--- src/rtl/leaky_integrate_fire_neuron_macros.svh ---
// ----------------------------------------------------------------------------
// Assertion macros for the leaky integrate-and-fire neuron
// Shared concurrent assertion forms, clocked and disabled during reset.
// ----------------------------------------------------------------------------
`ifndef LEAKY_INTEGRATE_FIRE_NEURON_MACROS_SVH
`define LEAKY_INTEGRATE_FIRE_NEURON_MACROS_SVH

// consequent checked in the same cycle as the antecedent
`define LIF_ASSERT_SAME(label, clk, rst, ante, cons, msg) \
   label: assert property (@(posedge clk) disable iff (rst) (ante) |-> (cons)) \
      else $error(msg);

// consequent checked in the cycle after the antecedent
`define LIF_ASSERT_NEXT(label, clk, rst, ante, cons, msg) \
   label: assert property (@(posedge clk) disable iff (rst) (ante) |=> (cons)) \
      else $error(msg);

`endif

--- src/rtl/lif_pkg.sv ---
// ----------------------------------------------------------------------------
// LIF neuron package
// Widths, decay table, register map and configuration bundle.
// ----------------------------------------------------------------------------
`default_nettype none

package lif_pkg;

   localparam int unsigned VOLT_W            = 32;
   localparam int unsigned TIME_W            = 32;
   localparam int unsigned TAU_TICKS_DEFAULT = 10;
   localparam int unsigned DECAY_STEPS       = 23;
   localparam int unsigned STEP_W            = $clog2(DECAY_STEPS);
   localparam int unsigned CSR_DATA_W        = 32;
   localparam int unsigned CSR_ADDR_W        = 4;

   // exp(-k) in unsigned Q0.32; entry zero is unused (unit gain)
   localparam logic [31:0] DECAY_Q32 [DECAY_STEPS] = '{
      32'd0,
      32'd1580030169, 32'd581260615, 32'd213833830, 32'd78665070, 32'd28939262,
      32'd10646160,   32'd3916503,   32'd1440801,   32'd530041,   32'd194991,
      32'd71733,      32'd26389,     32'd9708,      32'd3571,     32'd1314,
      32'd483,        32'd178,       32'd65,        32'd24,       32'd9,
      32'd3,          32'd1
   };

   typedef enum logic [1:0] {
      REG_FIRE_THRESHOLD   = 2'd0,
      REG_REST_AFTER_SPIKE = 2'd1,
      REG_START_VOLTAGE    = 2'd2
   } reg_index_type;

   typedef struct packed {
      logic signed [VOLT_W-1:0] fire_threshold;
      logic signed [VOLT_W-1:0] rest_after_spike;
      logic signed [VOLT_W-1:0] start_voltage;
      logic                     start_load;
   } csr_cfg_type;

endpackage

`default_nettype wire

--- src/rtl/lif_req_if.sv ---
// ----------------------------------------------------------------------------
// LIF request channel
// Valid/ready channel carrying one synaptic event per beat.
// ----------------------------------------------------------------------------
`default_nettype none

interface lif_req_if;
   logic               valid;
   logic               ready;
   logic signed [31:0] weighted_input;
   logic        [31:0] event_time;

   modport source (output valid, output weighted_input, output event_time, input ready);
   modport sink   (input valid, input weighted_input, input event_time, output ready);
endinterface

`default_nettype wire

--- src/rtl/lif_rsp_if.sv ---
// ----------------------------------------------------------------------------
// LIF response channel
// Valid/ready channel carrying one spike flag and membrane voltage per beat.
// ----------------------------------------------------------------------------
`default_nettype none

interface lif_rsp_if;
   logic               valid;
   logic               ready;
   logic               spiked;
   logic signed [31:0] membrane_voltage;

   modport source (output valid, output spiked, output membrane_voltage, input ready);
   modport sink   (input valid, input spiked, input membrane_voltage, output ready);
endinterface

`default_nettype wire

--- src/rtl/lif_csr.sv ---
// ----------------------------------------------------------------------------
// LIF configuration registers
// APB-style register file: threshold, post-spike voltage, start voltage.
// ----------------------------------------------------------------------------
`default_nettype none

module lif_csr import lif_pkg::*; (
   input  wire logic                  clock,
   input  wire logic                  reset,
   input  wire logic                  psel,
   input  wire logic                  penable,
   input  wire logic                  pwrite,
   input  wire logic [CSR_ADDR_W-1:0] paddr,
   input  wire logic [CSR_DATA_W-1:0] pwdata,
   output logic      [CSR_DATA_W-1:0] prdata,
   output logic                       pready,
   output csr_cfg_type                cfg
);

   logic signed [VOLT_W-1:0] threshold_ff;
   logic signed [VOLT_W-1:0] rest_ff;
   logic signed [VOLT_W-1:0] start_ff;
   logic                     write_en;
   reg_index_type            reg_index;

   assign pready    = 1'b1;
   assign write_en  = psel && penable && pwrite;
   assign reg_index = reg_index_type'(paddr[CSR_ADDR_W-1:2]);

   always_ff @(posedge clock) begin
      if (reset) begin
         threshold_ff <= '0;
         rest_ff      <= '0;
         start_ff     <= '0;
      end else if (write_en) begin
         unique case (reg_index)
            REG_FIRE_THRESHOLD:   threshold_ff <= pwdata;
            REG_REST_AFTER_SPIKE: rest_ff      <= pwdata;
            REG_START_VOLTAGE:    start_ff     <= pwdata;
            default: ;
         endcase
      end
   end

   always_comb begin
      unique case (reg_index)
         REG_FIRE_THRESHOLD:   prdata = threshold_ff;
         REG_REST_AFTER_SPIKE: prdata = rest_ff;
         REG_START_VOLTAGE:    prdata = start_ff;
         default:              prdata = '0;
      endcase
   end

   assign cfg.fire_threshold   = threshold_ff;
   assign cfg.rest_after_spike = rest_ff;
   assign cfg.start_voltage    = pwdata;
   assign cfg.start_load       = write_en && (reg_index == REG_START_VOLTAGE);

endmodule

`default_nettype wire

--- src/rtl/lif_decay.sv ---
// ----------------------------------------------------------------------------
// LIF membrane decay
// Scales the membrane by exp(-floor(elapsed / TAU_TICKS)), truncating to zero.
// ----------------------------------------------------------------------------
`default_nettype none

module lif_decay import lif_pkg::*; #(
   parameter int unsigned TAU_TICKS = TAU_TICKS_DEFAULT
) (
   input  wire logic signed [VOLT_W-1:0] membrane,
   input  wire logic        [TIME_W-1:0] elapsed,
   output logic signed      [VOLT_W-1:0] decayed
);

   logic [STEP_W-1:0]   step;
   logic                expired;
   logic [VOLT_W-1:0]   magnitude;
   logic [2*VOLT_W-1:0] product;
   logic [VOLT_W-1:0]   scaled;

   always_comb begin
      step = '0;
      for (int j = 1; j < DECAY_STEPS; j++) begin
         if (elapsed >= TIME_W'(j * TAU_TICKS)) begin
            step = STEP_W'(j);
         end
      end
   end

   assign expired   = elapsed >= TIME_W'(DECAY_STEPS * TAU_TICKS);
   assign magnitude = membrane[VOLT_W-1] ? VOLT_W'(-membrane) : VOLT_W'(membrane);
   assign product   = (2*VOLT_W)'(magnitude) * (2*VOLT_W)'(DECAY_Q32[step]);
   assign scaled    = product[2*VOLT_W-1:VOLT_W];

   always_comb begin
      if (expired) begin
         decayed = '0;
      end else if (step == '0) begin
         decayed = membrane;
      end else if (membrane[VOLT_W-1]) begin
         decayed = -$signed(scaled);
      end else begin
         decayed = $signed(scaled);
      end
   end

endmodule

`default_nettype wire

--- src/rtl/leaky_integrate_fire_neuron.sv ---
// ----------------------------------------------------------------------------
// Leaky integrate-and-fire neuron
// Decays, integrates and thresholds one synaptic event per beat.
// ----------------------------------------------------------------------------
// Usage:
//   req_chan carries an event (weighted_input, event_time); rsp_chan returns
//   one beat per event with spiked and the new membrane_voltage.
//   csr_* is an APB-style port: fire_threshold at 0x0, rest_after_spike at
//   0x4, start_voltage at 0x8. Writing start_voltage also loads the membrane.
//   Write registers only while no event is in flight.
//   An event accepted on req_chan is held in the input register, then moves
//   into the result register that drives rsp_chan.
//   Throughput: one event per cycle while rsp_chan does not stall; decay
//   multiply, saturating add and threshold compare sit in the single step
//   from input to result register, which also updates the membrane.
//   Reset clears the valid flags of both channel registers, sets the membrane
//   and configuration registers to zero and the last event time to zero.
//   When rsp_chan stalls, the result holds, one more event waits in the
//   input register, and req_chan.ready drops once both are full.
// ----------------------------------------------------------------------------
`default_nettype none
`include "leaky_integrate_fire_neuron_macros.svh"

module leaky_integrate_fire_neuron import lif_pkg::*; #(
   parameter int unsigned TAU_TICKS = TAU_TICKS_DEFAULT
) (
   input  wire logic                  clock,
   input  wire logic                  reset,
   lif_req_if.sink                    req_chan,
   lif_rsp_if.source                  rsp_chan,
   input  wire logic                  csr_psel,
   input  wire logic                  csr_penable,
   input  wire logic                  csr_pwrite,
   input  wire logic [CSR_ADDR_W-1:0] csr_paddr,
   input  wire logic [CSR_DATA_W-1:0] csr_pwdata,
   output logic      [CSR_DATA_W-1:0] csr_prdata,
   output logic                       csr_pready
);

   csr_cfg_type cfg;

   logic                     in_valid_ff;
   logic signed [VOLT_W-1:0] in_weight_ff;
   logic        [TIME_W-1:0] in_time_ff;
   logic signed [VOLT_W-1:0] membrane_ff;
   logic signed [VOLT_W-1:0] membrane_in;
   logic        [TIME_W-1:0] last_time_ff;
   logic                     rsp_valid_ff;
   logic                     rsp_spiked_ff;
   logic signed [VOLT_W-1:0] rsp_voltage_ff;

   logic                     out_free;
   logic                     advance;
   logic        [TIME_W-1:0] elapsed;
   logic signed [VOLT_W-1:0] decayed;
   logic signed [VOLT_W:0]   sum;
   logic signed [VOLT_W-1:0] saturated;
   logic                     fire;

   lif_csr u_csr (
      .clock   (clock),
      .reset   (reset),
      .psel    (csr_psel),
      .penable (csr_penable),
      .pwrite  (csr_pwrite),
      .paddr   (csr_paddr),
      .pwdata  (csr_pwdata),
      .prdata  (csr_prdata),
      .pready  (csr_pready),
      .cfg     (cfg)
   );

   lif_decay #(
      .TAU_TICKS (TAU_TICKS)
   ) u_decay (
      .membrane (membrane_ff),
      .elapsed  (elapsed),
      .decayed  (decayed)
   );

   assign out_free       = !rsp_valid_ff || rsp_chan.ready;
   assign advance        = in_valid_ff && out_free;
   assign req_chan.ready = !in_valid_ff || out_free;

   assign elapsed = (in_time_ff >= last_time_ff) ? (in_time_ff - last_time_ff) : '0;
   assign sum     = {decayed[VOLT_W-1], decayed} + {in_weight_ff[VOLT_W-1], in_weight_ff};

   always_comb begin
      if (sum[VOLT_W] != sum[VOLT_W-1]) begin
         saturated = sum[VOLT_W] ? {1'b1, {(VOLT_W-1){1'b0}}} : {1'b0, {(VOLT_W-1){1'b1}}};
      end else begin
         saturated = sum[VOLT_W-1:0];
      end
   end

   assign fire        = saturated >= cfg.fire_threshold;
   assign membrane_in = fire ? cfg.rest_after_spike : saturated;

   always_ff @(posedge clock) begin
      if (reset) begin
         in_valid_ff  <= 1'b0;
         rsp_valid_ff <= 1'b0;
         membrane_ff  <= '0;
         last_time_ff <= '0;
      end else begin
         if (req_chan.valid && req_chan.ready) begin
            in_valid_ff <= 1'b1;
         end else if (advance) begin
            in_valid_ff <= 1'b0;
         end
         if (advance) begin
            rsp_valid_ff <= 1'b1;
         end else if (rsp_chan.ready) begin
            rsp_valid_ff <= 1'b0;
         end
         if (cfg.start_load) begin
            membrane_ff <= cfg.start_voltage;
         end else if (advance) begin
            membrane_ff <= membrane_in;
         end
         if (advance) begin
            last_time_ff <= in_time_ff;
         end
      end
   end

   always_ff @(posedge clock) begin
      if (req_chan.valid && req_chan.ready) begin
         in_weight_ff <= req_chan.weighted_input;
         in_time_ff   <= req_chan.event_time;
      end
      if (advance) begin
         rsp_spiked_ff  <= fire;
         rsp_voltage_ff <= membrane_in;
      end
   end

   assign rsp_chan.valid            = rsp_valid_ff;
   assign rsp_chan.spiked           = rsp_spiked_ff;
   assign rsp_chan.membrane_voltage = rsp_voltage_ff;

   `LIF_ASSERT_NEXT(a_advance_shows, clock, reset, advance, rsp_valid_ff, "beat lost on way out")
   `LIF_ASSERT_NEXT(a_state_tracks, clock, reset, advance && !cfg.start_load, membrane_ff == rsp_voltage_ff, "membrane differs from result")
   `LIF_ASSERT_NEXT(a_spike_rest, clock, reset, advance && fire, rsp_voltage_ff == $past(cfg.rest_after_spike), "spike did not load rest voltage")
   `LIF_ASSERT_SAME(a_no_decay, clock, reset, advance && (elapsed < TIME_W'(TAU_TICKS)), decayed == membrane_ff, "decay applied within one tick period")

endmodule

`default_nettype wire

--- src/flat_wrapper.sv ---
// flat-port wrapper written by rule: the top's interface ports become plain ports
module leaky_integrate_fire_neuron_flat import lif_pkg::*;
#(
   parameter int unsigned TAU_TICKS = TAU_TICKS_DEFAULT
)
  (clock, reset, csr_psel, csr_penable, csr_pwrite, csr_paddr, csr_pwdata, csr_prdata, csr_pready, req_chan_valid, req_chan_weighted_input, req_chan_event_time, req_chan_ready, rsp_chan_valid, rsp_chan_spiked, rsp_chan_membrane_voltage, rsp_chan_ready);
  lif_req_if req_chan_i ();
  lif_rsp_if rsp_chan_i ();
  input  wire logic clock;
  input  wire logic reset;
  input  wire logic csr_psel;
  input  wire logic csr_penable;
  input  wire logic csr_pwrite;
  input  wire logic [CSR_ADDR_W-1:0] csr_paddr;
  input  wire logic [CSR_DATA_W-1:0] csr_pwdata;
  output logic      [CSR_DATA_W-1:0] csr_prdata;
  output logic csr_pready;
  input wire logic [$bits(req_chan_i.valid)-1:0] req_chan_valid;
  input wire logic [$bits(req_chan_i.weighted_input)-1:0] req_chan_weighted_input;
  input wire logic [$bits(req_chan_i.event_time)-1:0] req_chan_event_time;
  output wire logic [$bits(req_chan_i.ready)-1:0] req_chan_ready;
  output wire logic [$bits(rsp_chan_i.valid)-1:0] rsp_chan_valid;
  output wire logic [$bits(rsp_chan_i.spiked)-1:0] rsp_chan_spiked;
  output wire logic [$bits(rsp_chan_i.membrane_voltage)-1:0] rsp_chan_membrane_voltage;
  input wire logic [$bits(rsp_chan_i.ready)-1:0] rsp_chan_ready;
  assign req_chan_i.valid = req_chan_valid;
  assign req_chan_i.weighted_input = req_chan_weighted_input;
  assign req_chan_i.event_time = req_chan_event_time;
  assign req_chan_ready = req_chan_i.ready;
  assign rsp_chan_valid = rsp_chan_i.valid;
  assign rsp_chan_spiked = rsp_chan_i.spiked;
  assign rsp_chan_membrane_voltage = rsp_chan_i.membrane_voltage;
  assign rsp_chan_i.ready = rsp_chan_ready;
  leaky_integrate_fire_neuron #(.TAU_TICKS(TAU_TICKS)) u_core (.clock(clock), .reset(reset), .req_chan(req_chan_i), .rsp_chan(rsp_chan_i), .csr_psel(csr_psel), .csr_penable(csr_penable), .csr_pwrite(csr_pwrite), .csr_paddr(csr_paddr), .csr_pwdata(csr_pwdata), .csr_prdata(csr_prdata), .csr_pready(csr_pready));
endmodule
--- config.mk ---
export PLATFORM = sky130hd
export DESIGN_NAME = leaky_integrate_fire_neuron_flat
export DESIGN_NICKNAME = d
export VERILOG_FILES = /design/src/rtl/lif_pkg.sv /design/src/rtl/lif_req_if.sv /design/src/rtl/lif_rsp_if.sv /design/src/rtl/lif_csr.sv /design/src/rtl/lif_decay.sv /design/src/rtl/leaky_integrate_fire_neuron.sv /design/src/flat_wrapper.sv
export VERILOG_INCLUDE_DIRS = /design/src /design/src/rtl
export SDC_FILE = /design/constraint.sdc
export NUM_CORES = 2
export LEC_CHECK = 0
export ABC_AREA = 0
export BUFFER_PORTS_ARGS = -buffer_cell sky130_fd_sc_hd__buf_2
export CORE_MARGIN = 2
export CORE_UTILIZATION = 55
export CTS_CLUSTER_SIZE = 10
export DETAILED_ROUTE_END_ITERATION = 7
export GPL_TIMING_DRIVEN = 0
export PLACE_DENSITY = 0.69
export SLEW_MARGIN = 20
export SYNTH_ARGS = -nofsm -noshare
export SYNTH_HDL_FRONTEND = slang
export SYNTH_SLANG_ARGS = --single-unit
--- constraint.sdc ---
create_clock -name clock -period 28.5 [get_ports clock]
set_input_delay 1.425 -clock clock [delete_from_list [all_inputs] [get_ports clock]]
set_output_delay 1.425 -clock clock [all_outputs]
set_load 0.01 [all_outputs]
==> impl_metrics.json <==
{
  "fmax_mhz": 36.66,
  "p_leak_nw": 25.92,
  "period_needed_ns": 27.28,
  "synth_top_family_by_area": "adder cells",
  "place_ws_ns": 1.771,
  "synth-compound-area-share_pct": 11.97,
  "synth-simple-area-share_pct": 17.10,
  "path_clk_slew_ns": 0.06,
  "final_hold_viol_count": 0,
  "ff2ff_setup_slack_ns": 1.22,
  "fill_cells": 8440,
  "synth_mux_area_share_pct": 1.366,
  "drt-total-wl_um": 185600,
  "clkLatencyLatePin_ns": 0.59,
  "grt_max_degree": 52,
  "p_per_area_mw_per_mm2": 66.70,
  "drt-initial-drc-count": 4163,
  "period_share_pct": 95.72,
  "antenna_left": 0,
  "skew_ns": 0.02662,
  "grt_pass1_vias": 45482,
  "synthFlopType": "dfxtp_1",
  "synth_xor_area_share_pct": 2.505,
  "synth_fa_ha_area_share_pct": 43.84,
  "tritoncts": "yes",
  "via_per_inst": 5.882,
  "dp.final_hpwl_um": 155800,
  "path_class": "reg2reg",
  "worstSetupStartpointType": "flip-flop",
  "synth_edf_count": 97,
  "cpPeakStageDelay_ns": 0.85,
  "maxCapViolations": 0,
  "core_mm2": 0.09029,
  "wl_per_cell_um": 24.53,
  "path_max_fanout": 10,
  "yosysTopAreaCell": "fa_1",
  "min-delay-path-class": "reg2reg",
  "slew-limit-headroom_pct": 7.800,
  "yosysUniqueCellTypes": 103,
  "holdWs_ns": 0.4511,
  "nets": 7731,
  "grt_pass1_wl_um": 280500,
  "io_pins": 175,
  "min_from": "u_core.last_time_ff[22]",
  "die_y_um": 306.4,
  "antenna_found_initial": 6,
  "fin_util_pct": 59.92,
  "crit_top_cell": "inv_1",
  "status": "finished clean",
  "grt_usage_pct": 40.19,
  "num_rows": 110,
  "netlist_area_mm2": 0.05030,
  "hold_end": "u_core.last_time_ff[22]",
  "setup_tns_ns": 0,
  "cts.sinks": 259,
  "syn_to_final_growth_pct": 7.552,
  "yosys_warnings": 0,
  "ys_seq_elements": 259,
  "timing.rr.start": "u_core.in_time_ff[0]",
  "finalSetupViolations": 0,
  "worst_path_max_delay_cell": "clkbuf_1",
  "die-area_mm2": 0.09390,
  "irDropWorstVdd_mv": 0.06021,
  "syn_area_per_cell_um2": 8.199,
  "yosysSeqAreaShare_pct": 12.24,
  "tightest_slew_ns": 1.383,
  "synth.area.top_cells": "fa_1 33%, ha_1 11%, inv_1 8.5%, dfxtp_1 6.4%, nand2_1 6.1%",
  "initial_utilization_pct": 55.72,
  "synth_cells": 6135,
  "ys_async_sr_fraction_pct": 0,
  "critical_path_arrival_ns": 27.59,
  "die_x_um": 306.4,
  "cts_made_buffers": 30,
  "syn_nets": 7503,
  "worst_slack_ns": 1.221,
  "min_path_cells": 2,
  "crit_required_ns": 28.81,
  "postCtsSetupRepairBufs": 0,
  "rsz0062_at_grt": "false",
  "synth_top_area_share_pct": 33.27,
  "first_pass_iters": 8,
  "timing.rr.end": "u_core.rsp_chan.membrane_voltage[21]",
  "place_congestion": 1.057,
  "portBuffers": 169,
  "end_kind": "flip-flop",
  "grt-ovfl-total": 0,
  "drive_gt1_share_pct": 6.126,
  "clockBufferDepth": 3,
  "htree_levels": 1,
  "root_buffer": "clkbuf_16",
  "dr_total_vias": 44503,
  "rr_worst_depth": 92,
  "drv_slew": 0,
  "drc": 0
}
registers in the layout, summed over array words and instances (netlist names):
| register | cells |
|---|---|
| u_core.in_time_ff | 32 |
| u_core.in_weight_ff | 32 |
| u_core.last_time_ff | 32 |
| u_core.membrane_ff | 32 |
| u_core.rsp_chan.membrane_voltage | 32 |
| u_core.u_csr.rest_ff | 32 |
| u_core.u_csr.start_ff | 32 |
| u_core.u_csr.threshold_ff | 32 |
| u_core.in_valid_ff | 1 |
| u_core.rsp_chan.spiked | 1 |
| u_core.rsp_chan.valid | 1 |
worst max-delay path by stage:
stage	from	endpoint	slack, ns	cells past startpoint
6_report	u_core.in_time_ff[0]	u_core.rsp_chan.membrane_voltage[21]	1.22	92
5_1_grt	u_core.in_time_ff[0]	u_core.rsp_chan.membrane_voltage[21]	0.20	92
4_1_cts	u_core.in_time_ff[0]	u_core.rsp_chan.membrane_voltage[21]	1.67	92
3_5_place_dp	u_core.in_time_ff[0]	u_core.rsp_chan.membrane_voltage[21]	1.77	92
3_3_place_gp	u_core.in_time_ff[0]	u_core.rsp_chan.membrane_voltage[21]	0.93	90
2_1_floorplan	u_core.in_time_ff[0]	u_core.rsp_chan.membrane_voltage[21]	8.00	92
what timing repair did:
| action | CTS | global route |
|---|---|---|
| hold buffers | 0 | 0 |
| endpoints found under the setup margin | 0 | 2 |
| resized for setup | 0 | 1 |
layer usage:
metal / wire [µm] / vias up / global-route usage [%]
li1: - / 19809 / -
met1: 69590 / 21588 / 50.66
met2: 81790 / 2527 / 63.08
met3: 20160 / 577 / 9.539
met4: 14060 / 2 / 23.87
met5: 8 / - / 0
cell usage after synthesis, types with 57 or more instances:
cell      count
nand2_1     815
inv_1      1144
xnor2_1      71
clkbuf_1    288
nand3_1      62
a21o_1       75
dfxtp_1     162
ha_1        425
edfxtp_1     97
nor2_1      764
o21ai_0     179
nor3_1       57
xor2_1       71
fa_1        836
a21oi_1     352
report_power, final:
| part | total, W | switching, W | internal [W] | leakage (nW) |
|---|---|---|---|---|
| Combinational | 0.00282 | 0.00189 | 0.000933 | 23.2 |
| Clock | 0.000355 | 0.000153 | 0.000202 | 0.419 |
| Sequential | 0.000435 | 0.0000207 | 0.000415 | 2.26 |
cell type report:
class	instances	area (µm²)	area share, %
Multi-Input combinational cell	4416	38890	71.89
Sequential cell	259	6156	11.38
Antenna cell	7	17.52	0.03238
Tap cell	1176	1471	2.720
Timing Repair Buffer	196	1172	2.167
Clock inverter	2	11.26	0.02081
Clock buffer	50	857.1	1.584
Buffer	315	1225	2.264
Inverter	1145	4298	7.944
placed cells by master (no fill, tap or decap), drive strengths merged, types with 162 or more instances in the layout:
cell type / n
inv: 1145
fa: 836
nand2: 815
dfxtp: 162
a21oi: 354
o21ai: 202
buf: 223
ha: 425
clkbuf: 338
nor2: 765
worst max-delay path: cells and delay by family, from the launching register on:
family          cells  cell delay, ns
compound gates     35           10.77
xor+xnor            2            0.54
fa+ha+maj          15            6.44
buf+inv            17            3.81
flops               1            0.47
mux                 1            0.44
simple gates       22            4.56
kinds of logic after synthesis:
family | Yosys count
simple gates | 2004
buf+inv | 1460
fa+ha+maj | 1261
compound gates | 942
flops | 259
xor+xnor | 143
mux | 65
other cells | 1
through the flow:
| step | area, µm² | instances | power [W] |
|---|---|---|---|
| after CTS | 54030 | 7558 | 0.003525 |
| after global routing | 54090 | 7561 | 0.003874 |
| after global placement | 52620 | 7480 | 0.003110 |
| after detailed placement | 53160 | 7506 | 0.003144 |
| after floorplan | 50300 | 6135 | 0.002223 |
| final | 54100 | 7566 | 0.003609 |
Power figures use the tool's default switching activity.
